===== config.mk =====
export PLATFORM = sky130hd
export DESIGN_NAME = kpd_fifo
export DESIGN_NICKNAME = d
export VERILOG_FILES = /design/src/rtl/kpd_fifo.sv
export SDC_FILE = /design/constraint.sdc
export NUM_CORES = 1
export LEC_CHECK = 0
export BUFFER_PORTS_ARGS = -buffer_cell sky130_fd_sc_hd__buf_4
export CAP_MARGIN = 10
export CORE_MARGIN = 3
export CORE_UTILIZATION = 48
export CTS_CLUSTER_DIAMETER = 80
export CTS_CLUSTER_SIZE = 25
export DETAILED_ROUTE_END_ITERATION = 10
export PLACE_DENSITY = 0.75
export REMOVE_ABC_BUFFERS = 1
export SYNTH_ARGS = -nofsm -noshare
export SYNTH_HDL_FRONTEND = slang
export SYNTH_SLANG_ARGS = --single-unit

===== constraint.sdc =====
create_clock -name clk -period 1.9 [get_ports clk]
set_input_delay 0.38 -clock clk [delete_from_list [all_inputs] [get_ports clk]]
set_output_delay 0.38 -clock clk [all_outputs]
set_load 0.02 [all_outputs]

===== src/rtl/kpd_fifo.sv =====
`timescale 1ns / 1ps
`default_nettype none
// ----------------------------------------------------------------------------
// kpd_fifo
// Short register queue carrying matched pairs from front end to back end.
// ----------------------------------------------------------------------------
module kpd_fifo #(
  parameter int WIDTH = 8,
  parameter int DEPTH = 2
) (
  input  wire logic             clk,
  input  wire logic             rst,
  input  wire logic             wr,
  input  wire logic [WIDTH-1:0] wdata,
  output logic                  full,
  input  wire logic             rd,
  output logic [WIDTH-1:0]      rdata,
  output logic                  empty
);

  localparam int PW = (DEPTH > 1) ? $clog2(DEPTH) : 1;
  localparam int CW = $clog2(DEPTH + 1);

  logic [WIDTH-1:0] mem [DEPTH];
  logic [PW-1:0]    wptr;
  logic [PW-1:0]    rptr;
  logic [CW-1:0]    count;
  logic             do_wr;
  logic             do_rd;

  assign full  = (count == CW'(DEPTH));
  assign empty = (count == '0);
  assign do_wr = wr && !full;
  assign do_rd = rd && !empty;
  assign rdata = mem[rptr];

  always_ff @(posedge clk) begin
    if (rst) begin
      wptr  <= '0;
      rptr  <= '0;
      count <= '0;
    end else begin
      if (do_wr) begin
        wptr <= (wptr == PW'(DEPTH - 1)) ? '0 : wptr + 1'b1;
      end
      if (do_rd) begin
        rptr <= (rptr == PW'(DEPTH - 1)) ? '0 : rptr + 1'b1;
      end
      if (do_wr && !do_rd) begin
        count <= count + 1'b1;
      end else if (do_rd && !do_wr) begin
        count <= count - 1'b1;
      end
    end
  end

  always_ff @(posedge clk) begin
    if (do_wr) begin
      mem[wptr] <= wdata;
    end
  end

endmodule
`default_nettype wire


==> flow_metrics.tcl, run 1 <==
set metrics [dict create \
    drt_iter0_drc 5 \
    grt_max_degree 12 \
    yosysSeqAreaShare_pct 73.2 \
    layout-drive-gt1-share_pct 44.6 \
    tritoncts "built" \
    drv_slew 0 \
    setup_viol 0 \
    die_y_um 46.7 \
    period_minus_slack_ps 1760 \
    path_class "reg2out" \
    outcome "completed" \
    syn_avg_cell_area_sq_um 15.9 \
    fp-row-count 14 \
    placed_cell_area_sq_um 966 \
    finalWorstSetupSlack_ps 142 \
    numCtsBuffers 3 \
    clock_latency_ps 290 \
    required_ps 1520 \
    path_clk_slew_ps 110 \
    avgRoutedWirePerCell_um 13.1 \
    hp-start "wdata[5]" \
    r2r_start "count[0]" \
    synth.distinct_cells 13 \
    hold_ws_ps 264 \
    critPathMaxFanout 8 \
    wl_met1_um 480 \
    dieArea_sq_um 2180 \
    max-cap-violations 0 \
    syn_area_sq_um 793 \
    ctsLongestPathBuffers 2 \
    synthCells 50 \
    yosysMostFrequentCell "edfxtp_1" \
    ys_warn_count 0 \
    arrival_ps 1380 \
    dp_hpwl_um 883 \
    tightest_slew_ps 404 \
    netlist.area_leader.share_pct 60.6 \
    via_per_inst 5.19 \
    max_slew_margin_pct 73.1 \
    fin_area_sq_um 992 \
    ys_top_cells_by_area "edfxtp_1 (61%), dfxtp_1 (13%), mux2_2 (11%)" \
    htreeDepth 1 \
    root_buffer "clkbuf_4" \
    first_global_vias 427 \
    top_layer_used "met4" \
    startpoint_type "flip-flop" \
    skew_ps 5.62 \
    nets 88 \
    clkSinkCount 21 \
    core_area_sq_um 1520 \
    yosys.area.top_type "edfxtp_1" \
    io_buffers 21 \
    cts_resized 0 \
    dieWidth_um 46.7 \
    synth_edf_count 16 \
    synthArstFlopShare_pct 0 \
    rsz0062_at_grt "false" \
    fin_crit_sh_pct 92.5 \
    gp_congestion 0.721 \
    vias 467 \
    wl_met3_um 78 \
    ios 22 \
    synth-seq-cells 21 \
    synthTopCellsByCount "edfxtp_1 (16), mux2_2 (8), dfxtp_1 (5), nor2_1 (5)" \
    hold_viol 0 \
    ant_nets 0 \
    antenna_found_initial 0 \
    overflow 0 \
    cts-hold-fix-buffers 0 \
    dp_slack_ps 352 \
    post-cts-setup-buffers 0 \
    drc 0 \
    area.growth.synth_to_final_pct 25.1 \
    end_kind "output pin" \
    wirelength_um 1180 \
    tns_ps 0 \
    dr_wl_met2_um 604 \
    power_mw 1.32 \
    firstDrtPassIters 2 \
    holdCritPathClass "in2reg" \
    p_leak_nw 0.396 \
    ir_worst_vdd_mv 0.791 \
    grt_pass1_wl_um 1810 \
    start_util_pct 52.1 \
    ys.flop_type "edfxtp_1" \
    grt_use_total_pct 12.4 \
    fmax_mhz 569 \
    p_per_area_nw_per_um2 1330 \
    num_antenna_cells 0 \
]
-- registers in the layout (all words and copies together) (netlist names), named ones only --
| name | flops |
|---|---|
| count | 2 |
| mem | 16 |
| rptr | 1 |
| wptr | 1 |
-- worst max-delay path, cell delays in order, from the launching register on --
cell,delay (ps)
dfxtp_1,550
mux2_2,380
buf_4,160
-- report_power, final --
group	switching [mW]	total, mW	leakage (nW)	internal [mW]
Combinational	0.240	0.469	0.190	0.230
Sequential	0.0597	0.646	0.191	0.586
Clock	0.119	0.201	0.0150	0.0816
-- path summary, 6_finish.rpt --
kind                     to  slack [ps]  cells after the start
hold reg to reg        wptr         500                      2
setup / recovery   rdata[2]         140                      2
hold / removal    mem[0][5]         260                      1
setup reg to reg   count[1]         340                      4
-- area by class of cell --
| class | count | area (sq um) |
|---|---|---|
| Clock buffer | 4 | 26.3 |
| Fill cell | 108 | 532 |
| Inverter | 2 | 7.51 |
| Multi-Input combinational cell | 26 | 200 |
| Sequential cell | 21 | 581 |
| Tap cell | 16 | 20.0 |
| Timing Repair Buffer | 21 | 158 |
-- layer usage --
metal	track usage (%)	up-vias
li1	-	230
met1	13.8	223
met2	20.1	12
met3	2.73	2
met4	9.94	0
met5	0	-
-- per-stage QoR --
stage	instances	util, %
6_report	90	65.1
3_5_place_dp	86	63.4
5_1_grt	90	65.1
4_1_cts	90	65.1
3_3_place_gp	86	63.4
2_1_floorplan	49	-
-- placed cells by master, fill, tap and decap left out, drive strengths merged --
cell type,n
a21oi,2
and2,1
buf,21
clkbuf,4
dfxtp,5
edfxtp,16
ha,1
inv,2
mux2,8
nor2,5
nor2b,1
o21ai,3
or3,2
xor2,3
-- kinds of logic after synthesis --
logic type / Yosys count / share of synthesized area [%]
AO/OA/AOI/OAI: 5 / 3.15
XOR/XNOR: 3 / 3.31
multiplexers: 8 / 11.4
buffers and inverters: 3 / 1.58
AND/OR/NAND/NOR: 9 / 5.84
adder cells (fa/ha/maj): 1 / 1.58
flip-flops: 21 / 73.2
(Power assumes the default switching activity.)
==> inputs of run 2 (changes only) <==
--- a/config.mk
+++ b/config.mk
@@ -6,13 +6,12 @@
 export NUM_CORES = 1
 export LEC_CHECK = 0
 export BUFFER_PORTS_ARGS = -buffer_cell sky130_fd_sc_hd__buf_4
-export CAP_MARGIN = 10
 export CORE_MARGIN = 3
 export CORE_UTILIZATION = 48
 export CTS_CLUSTER_DIAMETER = 80
 export CTS_CLUSTER_SIZE = 25
 export DETAILED_ROUTE_END_ITERATION = 10
-export PLACE_DENSITY = 0.75
+export PLACE_DENSITY = 0.79
 export REMOVE_ABC_BUFFERS = 1
 export SYNTH_ARGS = -nofsm -noshare
 export SYNTH_HDL_FRONTEND = slang
==> flow_metrics.tcl, run 2 (synthesis gave the netlist of run 1 again) <==
set metrics [dict create \
    antenna_found_initial 0 \
    grt_max_degree 13 \
    drv_slew 0 \
    htreeDepth 1 \
    max_slew_margin_pct 73.8 \
    dp_slack_ps 356 \
    ios 22 \
    skew_ps 4.40 \
    final_cell_mix "buf_4 (21), edfxtp_1 (16), mux2_2 (8)" \
    dieArea_sq_um 2180 \
    top_layer_used "met4" \
    post-cts-setup-buffers 0 \
    tritoncts "built" \
    gp_congestion 0.759 \
    numCtsBuffers 3 \
    cts-hold-fix-buffers 0 \
    grt_pass1_wl_um 1630 \
    die_y_um 46.7 \
    firstDrtPassIters 4 \
    hold_path_depth 1 \
    root_buffer "clkbuf_4" \
    hp-start "wdata[2]" \
    arrival_ps 1400 \
    clock_latency_ps 290 \
    hold_ws_ps 259 \
    ir_worst_vdd_mv 0.634 \
    wirelength_um 1140 \
    cp_cell_sequence "mux2_2 -> buf_4" \
    startpoint_type "flip-flop" \
    max-cap-violations 0 \
    tightest_slew_ps 393 \
    io_buffers 21 \
    critPathMaxFanout 8 \
    tns_ps 0 \
    finish.utilization_pct 65.2 \
    cts_resized 0 \
    setup_viol 0 \
    hold_viol 0 \
    reg_top3 "mem x16, count x2" \
    drt_iter0_drc 14 \
    clkSinkCount 21 \
    area.growth.synth_to_final_pct 25.2 \
    ant_nets 0 \
    critPathSlowestCell "dfxtp_1" \
    regToRegEndpoint "count[1]" \
    dr_wl_met2_um 595 \
    dieWidth_um 46.7 \
    via_per_inst 5.11 \
    avgRoutedWirePerCell_um 12.7 \
    fin_crit_sh_pct 93.8 \
    fmax_mhz 561 \
    core_area_sq_um 1520 \
    p_leak_nw 0.399 \
    slowest_delay_ps 560 \
    vias 460 \
    nets 88 \
    wl_met3_um 65 \
    crit_family "flip-flops" \
    path_class "reg2out" \
    rsz0062_at_grt "false" \
    holdPathEnd "mem[0][2]" \
    period_minus_slack_ps 1780 \
    required_ps 1520 \
    end_kind "output pin" \
    finalWorstSetupSlack_ps 118 \
    p_per_area_nw_per_um2 1330 \
    r2r_cells 4 \
    outcome "completed" \
    path_clk_slew_ps 110 \
    layout_commonest_cell "buf_4" \
    dp_hpwl_um 817 \
    ctsLongestPathBuffers 2 \
    critical_path_depth 2 \
    drc 0 \
    num_antenna_cells 0 \
    overflow 0 \
    largest_register_ffs 16 \
    holdCritPathClass "in2reg" \
    first_global_vias 406 \
    r2r_start "count[0]" \
    start_util_pct 52.1 \
    max_flop_register "mem" \
    crit_buf_inv 1 \
    wl_met1_um 454 \
    grt_use_total_pct 11.2 \
    layout-drive-gt1-share_pct 45.9 \
    reg2reg_slack_ps 350 \
    fp-row-count 14 \
]
## run 2: changes by cell type in the layout (fill, tap and decap cells not counted), sizes merged
cell	previous run	this run
clkinv	0	1
clkbuf	4	3
## run 2: worst max-delay path by stage
| stage | slack (ps) | to | from |
|---|---|---|---|
| after floorplan | 310 | count[1] | count[1] |
| after global placement | 380 | count[1] | count[0] |
| after detailed placement | 360 | count[1] | count[0] |
| after CTS | 110 | rdata[3] | flip-flop |
| after global routing | 80 | rdata[3] | flip-flop |
| final | 120 | rdata[3] | flip-flop |
## run 2: cell type report
type                       instances  area [sq um]
fill                             114           531
timing repair buffer              21           158
sequential                        21           581
inverter                           2          7.51
multi-input combinational         26           200
clock inverter                     1          5.00
tap                               16          20.0
clock buffer                       3          22.5
## run 2: stage by stage
step,instances,instance area (sq um),total power [mW]
final,90,993,1.32
after floorplan,49,788,0.951
after global placement,86,966,1.12
after CTS,90,993,1.33
after global routing,90,993,1.40
after detailed placement,86,966,1.13
## run 2: power by group
group | internal, mW | total [mW] | switching [mW]
Clock | 0.0783 | 0.203 | 0.125
Combinational | 0.229 | 0.470 | 0.241
Sequential | 0.586 | 0.645 | 0.0590
Total | 0.893 | 1.32 | 0.425
## run 2: worst register-to-register path: stages (launching register included)
cell	delay, ps
dfxtp_1	380
o21ai_0	300
ha_1	310
or3_1	380
a21oi_1	130
## run 2: layer usage
layer,track usage [%],vias to the layer above
met5,0,-
met4,8.29,0
met3,2.73,4
met2,18.4,14
met1,12.3,216
li1,-,226
