--- src/rtl/kpd_pkg.sv ---
`timescale 1ns / 1ps
`default_nettype none
// ----------------------------------------------------------------------------
// kpd_pkg
// Types, widths and constants shared by the keyed pair distance block.
// ----------------------------------------------------------------------------
package kpd_pkg;

  localparam int SNAP_BITS     = 16;
  localparam int ID_BITS       = 10;
  localparam int COORD_BITS    = 24;
  localparam int KEY_BITS      = 8;
  localparam int DIST_BITS     = 26;
  localparam int KEY_SLOTS_DEF = 256;
  localparam int QUEUE_DEPTH   = 2;

  // magnitude of a per-axis difference, root and radicand widths
  localparam int ABS_BITS  = COORD_BITS + 1;
  localparam int ROOT_BITS = ABS_BITS + 1;
  localparam int SUM_BITS  = 2 * ROOT_BITS;

  localparam logic [DIST_BITS-1:0] DIST_MAX = '1;
  localparam logic [63:0]          DIST_LIM = 64'd1 << DIST_BITS;

  typedef struct packed {
    logic                         frame_start;
    logic [SNAP_BITS-1:0]         snapshot;
    logic [ID_BITS-1:0]           atom_id;
    logic signed [COORD_BITS-1:0] pos_x;
    logic signed [COORD_BITS-1:0] pos_y;
    logic signed [COORD_BITS-1:0] pos_z;
    logic [KEY_BITS-1:0]          pair_key;
  } kpd_in_t;

  typedef struct packed {
    logic [SNAP_BITS-1:0] out_snapshot;
    logic [ID_BITS-1:0]   first_id;
    logic [ID_BITS-1:0]   second_id;
    logic [DIST_BITS-1:0] distance;
  } kpd_out_t;

  // one stored atom
  typedef struct packed {
    logic [ID_BITS-1:0]           atom_id;
    logic signed [COORD_BITS-1:0] pos_x;
    logic signed [COORD_BITS-1:0] pos_y;
    logic signed [COORD_BITS-1:0] pos_z;
  } kpd_slot_t;

  // a matched pair handed from the front end to the back end
  typedef struct packed {
    logic [SNAP_BITS-1:0] snapshot;
    kpd_slot_t            first;
    kpd_slot_t            second;
  } kpd_pair_t;

  typedef enum logic [1:0] {
    ST_IDLE,
    ST_SQUARE,
    ST_ROOT,
    ST_DONE
  } kpd_state_t;

endpackage
`default_nettype wire

--- src/rtl/kpd_back.sv ---
`timescale 1ns / 1ps
`default_nettype none
// ----------------------------------------------------------------------------
// kpd_back
// Works out the distance of each matched pair and holds the result beat.
// ----------------------------------------------------------------------------
module kpd_back
  import kpd_pkg::*;
(
  input  wire logic      clk,
  input  wire logic      rst,
  input  wire kpd_pair_t q_data,
  input  wire logic      q_empty,
  output logic           q_pop,
  output kpd_out_t       result,
  output logic           empty,
  input  wire logic      pop
);

  localparam int CNT_W = $clog2(ROOT_BITS);

  kpd_state_t           state;
  kpd_state_t           state_next;
  logic                 load_res;
  logic                 res_valid;
  logic [CNT_W-1:0]     cnt;
  logic [ABS_BITS-1:0]  ax;
  logic [ABS_BITS-1:0]  ay;
  logic [ABS_BITS-1:0]  az;
  logic [ABS_BITS-1:0]  ax_c;
  logic [ABS_BITS-1:0]  ay_c;
  logic [ABS_BITS-1:0]  az_c;
  logic [ABS_BITS-1:0]  sq_in;
  logic [2*ABS_BITS-1:0] prod;
  logic                 ovf;
  logic [SUM_BITS-1:0]  rad;
  logic [ROOT_BITS:0]   rem;
  logic [ROOT_BITS-1:0] root;
  logic [ROOT_BITS+2:0] rem_s;
  logic [ROOT_BITS+2:0] trial;
  logic [ROOT_BITS+2:0] rem_w;
  logic                 ge;
  logic [SNAP_BITS-1:0] snap;
  logic [ID_BITS-1:0]   id_a;
  logic [ID_BITS-1:0]   id_b;
  logic [DIST_BITS-1:0] dist_sat;

  function automatic logic [ABS_BITS-1:0] abs_diff(
    input logic signed [COORD_BITS-1:0] a,
    input logic signed [COORD_BITS-1:0] b
  );
    logic signed [COORD_BITS:0] d;
    d = $signed({a[COORD_BITS-1], a}) - $signed({b[COORD_BITS-1], b});
    return d[COORD_BITS] ? ABS_BITS'(-d) : ABS_BITS'(d);
  endfunction

  assign ax_c = abs_diff(q_data.second.pos_x, q_data.first.pos_x);
  assign ay_c = abs_diff(q_data.second.pos_y, q_data.first.pos_y);
  assign az_c = abs_diff(q_data.second.pos_z, q_data.first.pos_z);

  // one shared squarer, one axis per cycle
  always_comb begin
    case (cnt)
      CNT_W'(0): sq_in = ax;
      CNT_W'(1): sq_in = ay;
      default:   sq_in = az;
    endcase
  end
  assign prod = sq_in * sq_in;

  // one root bit per cycle, two radicand bits consumed
  assign rem_s = {rem, rad[SUM_BITS-1 -: 2]};
  assign trial = {1'b0, root, 2'b01};
  assign ge    = (rem_s >= trial);
  assign rem_w = ge ? (rem_s - trial) : rem_s;

  assign dist_sat = (ovf || (64'(root) > 64'(DIST_MAX))) ? DIST_MAX : DIST_BITS'(root);

  always_comb begin
    state_next = state;
    q_pop      = 1'b0;
    load_res   = 1'b0;
    unique case (state)
      ST_IDLE: begin
        if (!q_empty) begin
          q_pop      = 1'b1;
          state_next = ST_SQUARE;
        end
      end
      ST_SQUARE: begin
        if (cnt == CNT_W'(2)) begin
          state_next = ST_ROOT;
        end
      end
      ST_ROOT: begin
        if (cnt == '0) begin
          state_next = ST_DONE;
        end
      end
      ST_DONE: begin
        if (!res_valid || pop) begin
          load_res   = 1'b1;
          state_next = ST_IDLE;
        end
      end
      default: state_next = ST_IDLE;
    endcase
  end

  always_ff @(posedge clk) begin
    if (rst) begin
      state     <= ST_IDLE;
      res_valid <= 1'b0;
    end else begin
      state <= state_next;
      if (load_res) begin
        res_valid <= 1'b1;
      end else if (pop) begin
        res_valid <= 1'b0;
      end
    end
  end

  always_ff @(posedge clk) begin
    case (state)
      ST_IDLE: begin
        snap <= q_data.snapshot;
        id_a <= q_data.first.atom_id;
        id_b <= q_data.second.atom_id;
        ax   <= ax_c;
        ay   <= ay_c;
        az   <= az_c;
        ovf  <= (64'(ax_c) >= DIST_LIM) || (64'(ay_c) >= DIST_LIM) ||
                (64'(az_c) >= DIST_LIM);
        rad  <= '0;
        cnt  <= '0;
      end
      ST_SQUARE: begin
        rad <= rad + SUM_BITS'(prod);
        if (cnt == CNT_W'(2)) begin
          rem  <= '0;
          root <= '0;
          cnt  <= CNT_W'(ROOT_BITS - 1);
        end else begin
          cnt <= cnt + 1'b1;
        end
      end
      ST_ROOT: begin
        rem  <= rem_w[ROOT_BITS:0];
        root <= {root[ROOT_BITS-2:0], ge};
        rad  <= {rad[SUM_BITS-3:0], 2'b00};
        cnt  <= cnt - 1'b1;
      end
      default: begin
        if (load_res) begin
          result.out_snapshot <= snap;
          result.first_id     <= id_a;
          result.second_id    <= id_b;
          result.distance     <= dist_sat;
        end
      end
    endcase
  end

  assign empty = !res_valid;

endmodule
`default_nettype wire

--- config.mk ---
export PLATFORM = sky130hd
export DESIGN_NAME = kpd_back
export DESIGN_NICKNAME = d
export VERILOG_FILES = /design/src/rtl/kpd_pkg.sv /design/src/rtl/kpd_back.sv
export SDC_FILE = /design/constraint.sdc
export NUM_CORES = 2
export LEC_CHECK = 0
export ABC_AREA = 1
export BUFFER_PORTS_ARGS = -buffer_cell sky130_fd_sc_hd__buf_2
export CAP_MARGIN = 30
export CORE_AREA = 2 2 217 379
export DETAILED_ROUTE_END_ITERATION = 6
export DIE_AREA = 0 0 219 381
export GPL_TIMING_DRIVEN = 0
export PLACE_DENSITY = 0.78
export REMOVE_ABC_BUFFERS = 1
export SYNTH_ARGS = -nofsm -noshare
export SYNTH_HDL_FRONTEND = slang
export SYNTH_SLANG_ARGS = --single-unit
export TNS_END_PERCENT = 20
--- constraint.sdc ---
create_clock -name clk -period 8.5 [get_ports clk]
set_input_delay 0.85 -clock clk [delete_from_list [all_inputs] [get_ports clk]]
set_output_delay 0.85 -clock clk [all_outputs]
set_load 0.02 [all_outputs]
==> metrics.md <==
| Metric | Value |
|---|---|
| GRT Util Overall | `28.6%` |
| Slew HR | `35.9%` |
| Setup Viol. Count Final | `0` |
| Reg2reg setup slack | `110 ps` |
| Slowest stage cell, crit path | `o22ai_1` |
| Hold path start | `id_b[4]` |
| Synth cell types | `54` |
| Status | `completed` |
| Reg2Reg Depth | `28` |
| RSZ-0062 raised after global routing | `yes` |
| Hold-fix buffers, CTS | `0` |
| Synthesized area | `0.0399 mm^2` |
| Worst hold path stage count | `0` |
| Initial core utilization | `49.6%` |
| Synth Instances | `5133` |
| Critical path class | `reg2reg` |
| Clock root buffer | `clkbuf_16` |
| Avg Inst Size Synth | `7.78 um^2` |
| Placer Congestion | `0.989` |
| Core Region | `0.0805 mm^2` |
| Vias | `34200` |
| Startpoint Class | `register` |
| Synthesized flop and latch total | `286` |
| N_diodes | `0` |
| Non-Filler Instances | `6520` |
| RR Startpoint | `cnt[4]` |
| Req. time, crit path | `8850 ps` |
| I/O Buffers | `247` |
| Commonest register cell after synthesis | `edfxtp_1` |
| CP Capture Type | `register` |
| Layout cells sized above 1 | `10.2%` |
| Nets | `6450` |
| Layout area overhead | `11.9%` |
| CTS H-tree depth | `1` |
| Final WS setup | `109 ps` |
| Worst Skew | `27.3 ps` |
| DP HPWL | `94400 um` |
| Hold path endpoint | `result[30]` |
| Critical-path maximum fanout | `12` |
| Maximum clock rate | `0.119 GHz` |
| CTS Buf Count | `28` |
| Ranking of synthesized cells by area | `fa_1 (26%), edfxtp_1 (21%), inv_1 (13%), nand2_1 (11%), ha_1 (9.4%)` |
| Leading area contributor after synthesis | `fa_1` |
| Placed Cells | `6375` |
| FFs w/ async S/R, synth | `0%` |
| CTS tree | `built` |
| Crit path largest cell delay | `540 ps` |
| Die width | `219 um` |
| Clock transition at the registers of the reported paths | `70 ps` |
| Initial antenna violation count | `1` |
| I/O pins | `248` |
| Worst-Margin Slew | `961 ps` |
| EDFF count, synth | `283` |
| Remaining antenna violation count after routing | `0` |
| Fin crit period | `8390 ps` |
| Die area | `0.0834 mm^2` |
| Largest net degree at the start of global routing | `76` |
| Final Hold Vio Count | `0` |
| Slew Viols, Final | `0` |
| First drt pass iteration count | `5` |
| Final period util | `98.7%` |
| Average wire per standard cell | `18.2 um` |
| GRT overflow | `0` |
| Drt drc | `0` |
| Global-route wire length before repair | `183000 um` |
| R2R Path End | `rad[44]` |
| Worst hold-check path type | `reg2reg` |
| Share of the synthesized area in the top cell type | `26.0%` |
| Maxcap violations | `0` |
| Top cells by count, synth | `inv_1 (1343), nand2_1 (1174), nor2_1 (544)` |
| Dpl ws | `-1270 ps` |
| Final wirelength | `119000 um` |
| Seq/Total Area, Yosys | `21.4%` |
| Setup TNS | `0 ps` |
| Clock Sinks | `286` |
| Count leader, synth | `inv_1` |
| Row Count | `138` |
| Crit-path most repeated cell | `fa_1` |
| 1st-iter DRT viols | `2033` |
| Number of global-route vias before repair | `36100` |
| Skew-Pair Late Insertion Delay | `610 ps` |
| WP data arrival | `8740 ps` |
| Routed vias/inst | `5.25` |
| YS warnings | `0` |
| Die height | `381 um` |
| Clock Tree Buf Depth | `3` |
## repair_timing
action,in CTS,in global routing
setup buffers,61,25
endpoints found under the setup margin,37,30
cloned,5,2
pin swaps,17,8
gates resized for setup,56,45
## critical path, delay by kind of cell (launching register included)
kind | cells | cell delay (ps)
and+or+nand+nor | 8 | 1330
AOI/OAI and AO/OA | 5 | 1470
DFF | 1 | 470
adders and majority gates | 8 | 3620
buffers and inverters | 7 | 1260
## sequential cells by signal, indices dropped and copies added, names as in the netlist
name	count
rem	27
rad	52
ax	25
id_a	10
root	26
az	25
state	2
res_valid	1
cnt	5
snap	16
id_b	10
result	62
ay	25
## cell usage in the layout (no fill, tap or decap), types with 6 or more instances in the layout
| cell | netlist | final |
|---|---|---|
| inv_1 | 1343 | 1332 |
| nand2_1 | 1174 | 1170 |
| nor2_1 | 544 | 539 |
| fa_1 | 518 | 518 |
| ha_1 | 300 | 296 |
| edfxtp_1 | 283 | 283 |
| buf_2 | 34 | 247 |
| nand3_1 | 222 | 221 |
| a21oi_1 | 162 | 156 |
| o21ai_0 | 122 | 112 |
| buf_4 | 10 | 83 |
| xor2_1 | 60 | 60 |
| nor3_1 | 41 | 41 |
| nand4_1 | 39 | 39 |
| clkbuf_16 | 0 | 28 |
| xnor2_1 | 23 | 23 |
| nand2_2 | 20 | 23 |
| a21oi_4 | 11 | 22 |
| nor2_2 | 14 | 18 |
| o21bai_1 | 19 | 17 |
| inv_2 | 17 | 15 |
| o21ai_1 | 8 | 14 |
| o22ai_2 | 0 | 13 |
| a31oi_1 | 14 | 13 |
| clkinvlp_4 | 0 | 12 |
| a21o_1 | 12 | 12 |
| o22ai_1 | 30 | 11 |
| a21oi_2 | 14 | 11 |
| nand3b_1 | 9 | 9 |
| buf_8 | 0 | 9 |
| buf_12 | 0 | 8 |
| o22ai_4 | 0 | 6 |
| buf_16 | 0 | 6 |
## cells by family after synthesis
kind of cell	count (synthesis)	share of synthesized area, %
AOI/OAI and AO/OA	420	6.26
buffers and inverters	1436	13.9
xor gates and xnor gates	83	1.82
and+or+nand+nor	2090	21.3
DFF	286	21.4
adders and majority gates	818	35.4
## through the flow
stage | util [%] | instance area [um^2] | hold WS, ps
after CTS | 55.1 | 44300 | 388
after global placement | 52.3 | 42100 | 400
final | 55.5 | 44700 | 414
after detailed placement | 52.8 | 42500 | 405
after global routing | 55.5 | 44700 | 409
after floorplan | - | 39500 | 400
## worst max-delay path by stage
stage | startpoint | end | slack [ps] | depth (start not counted)
floorplan | cnt[0] | rad[44] | 460 | 32
global placement | cnt[0] | rad[40] | -2910 | 32
detailed placement | cnt[0] | rad[40] | -1270 | 32
CTS | cnt[1] | rad[44] | 5 | 31
global route | cnt[0] | rad[47] | -60 | 34
finish | cnt[4] | rad[44] | 110 | 28
## layer usage
metal  global-route usage [%]  wire length (um)
met1                     25.7             36100
met3                     4.80              7530
met4                     24.3             12600
met2                     54.0             62500
met5                        0                17
## layout make-up
type	count	area [um^2]
clock buffer	35	757
timing repair inverter	1	8.76
fill	7371	35800
timing repair buffer	353	2320
multi-input combinational	3417	26400
sequential	286	8560
tap	1050	1310
clock inverter	17	195
inverter	1361	5170
Power is not shown: default switching activity piles up to over one toggle a cycle in this logic, so the estimate is an artifact.
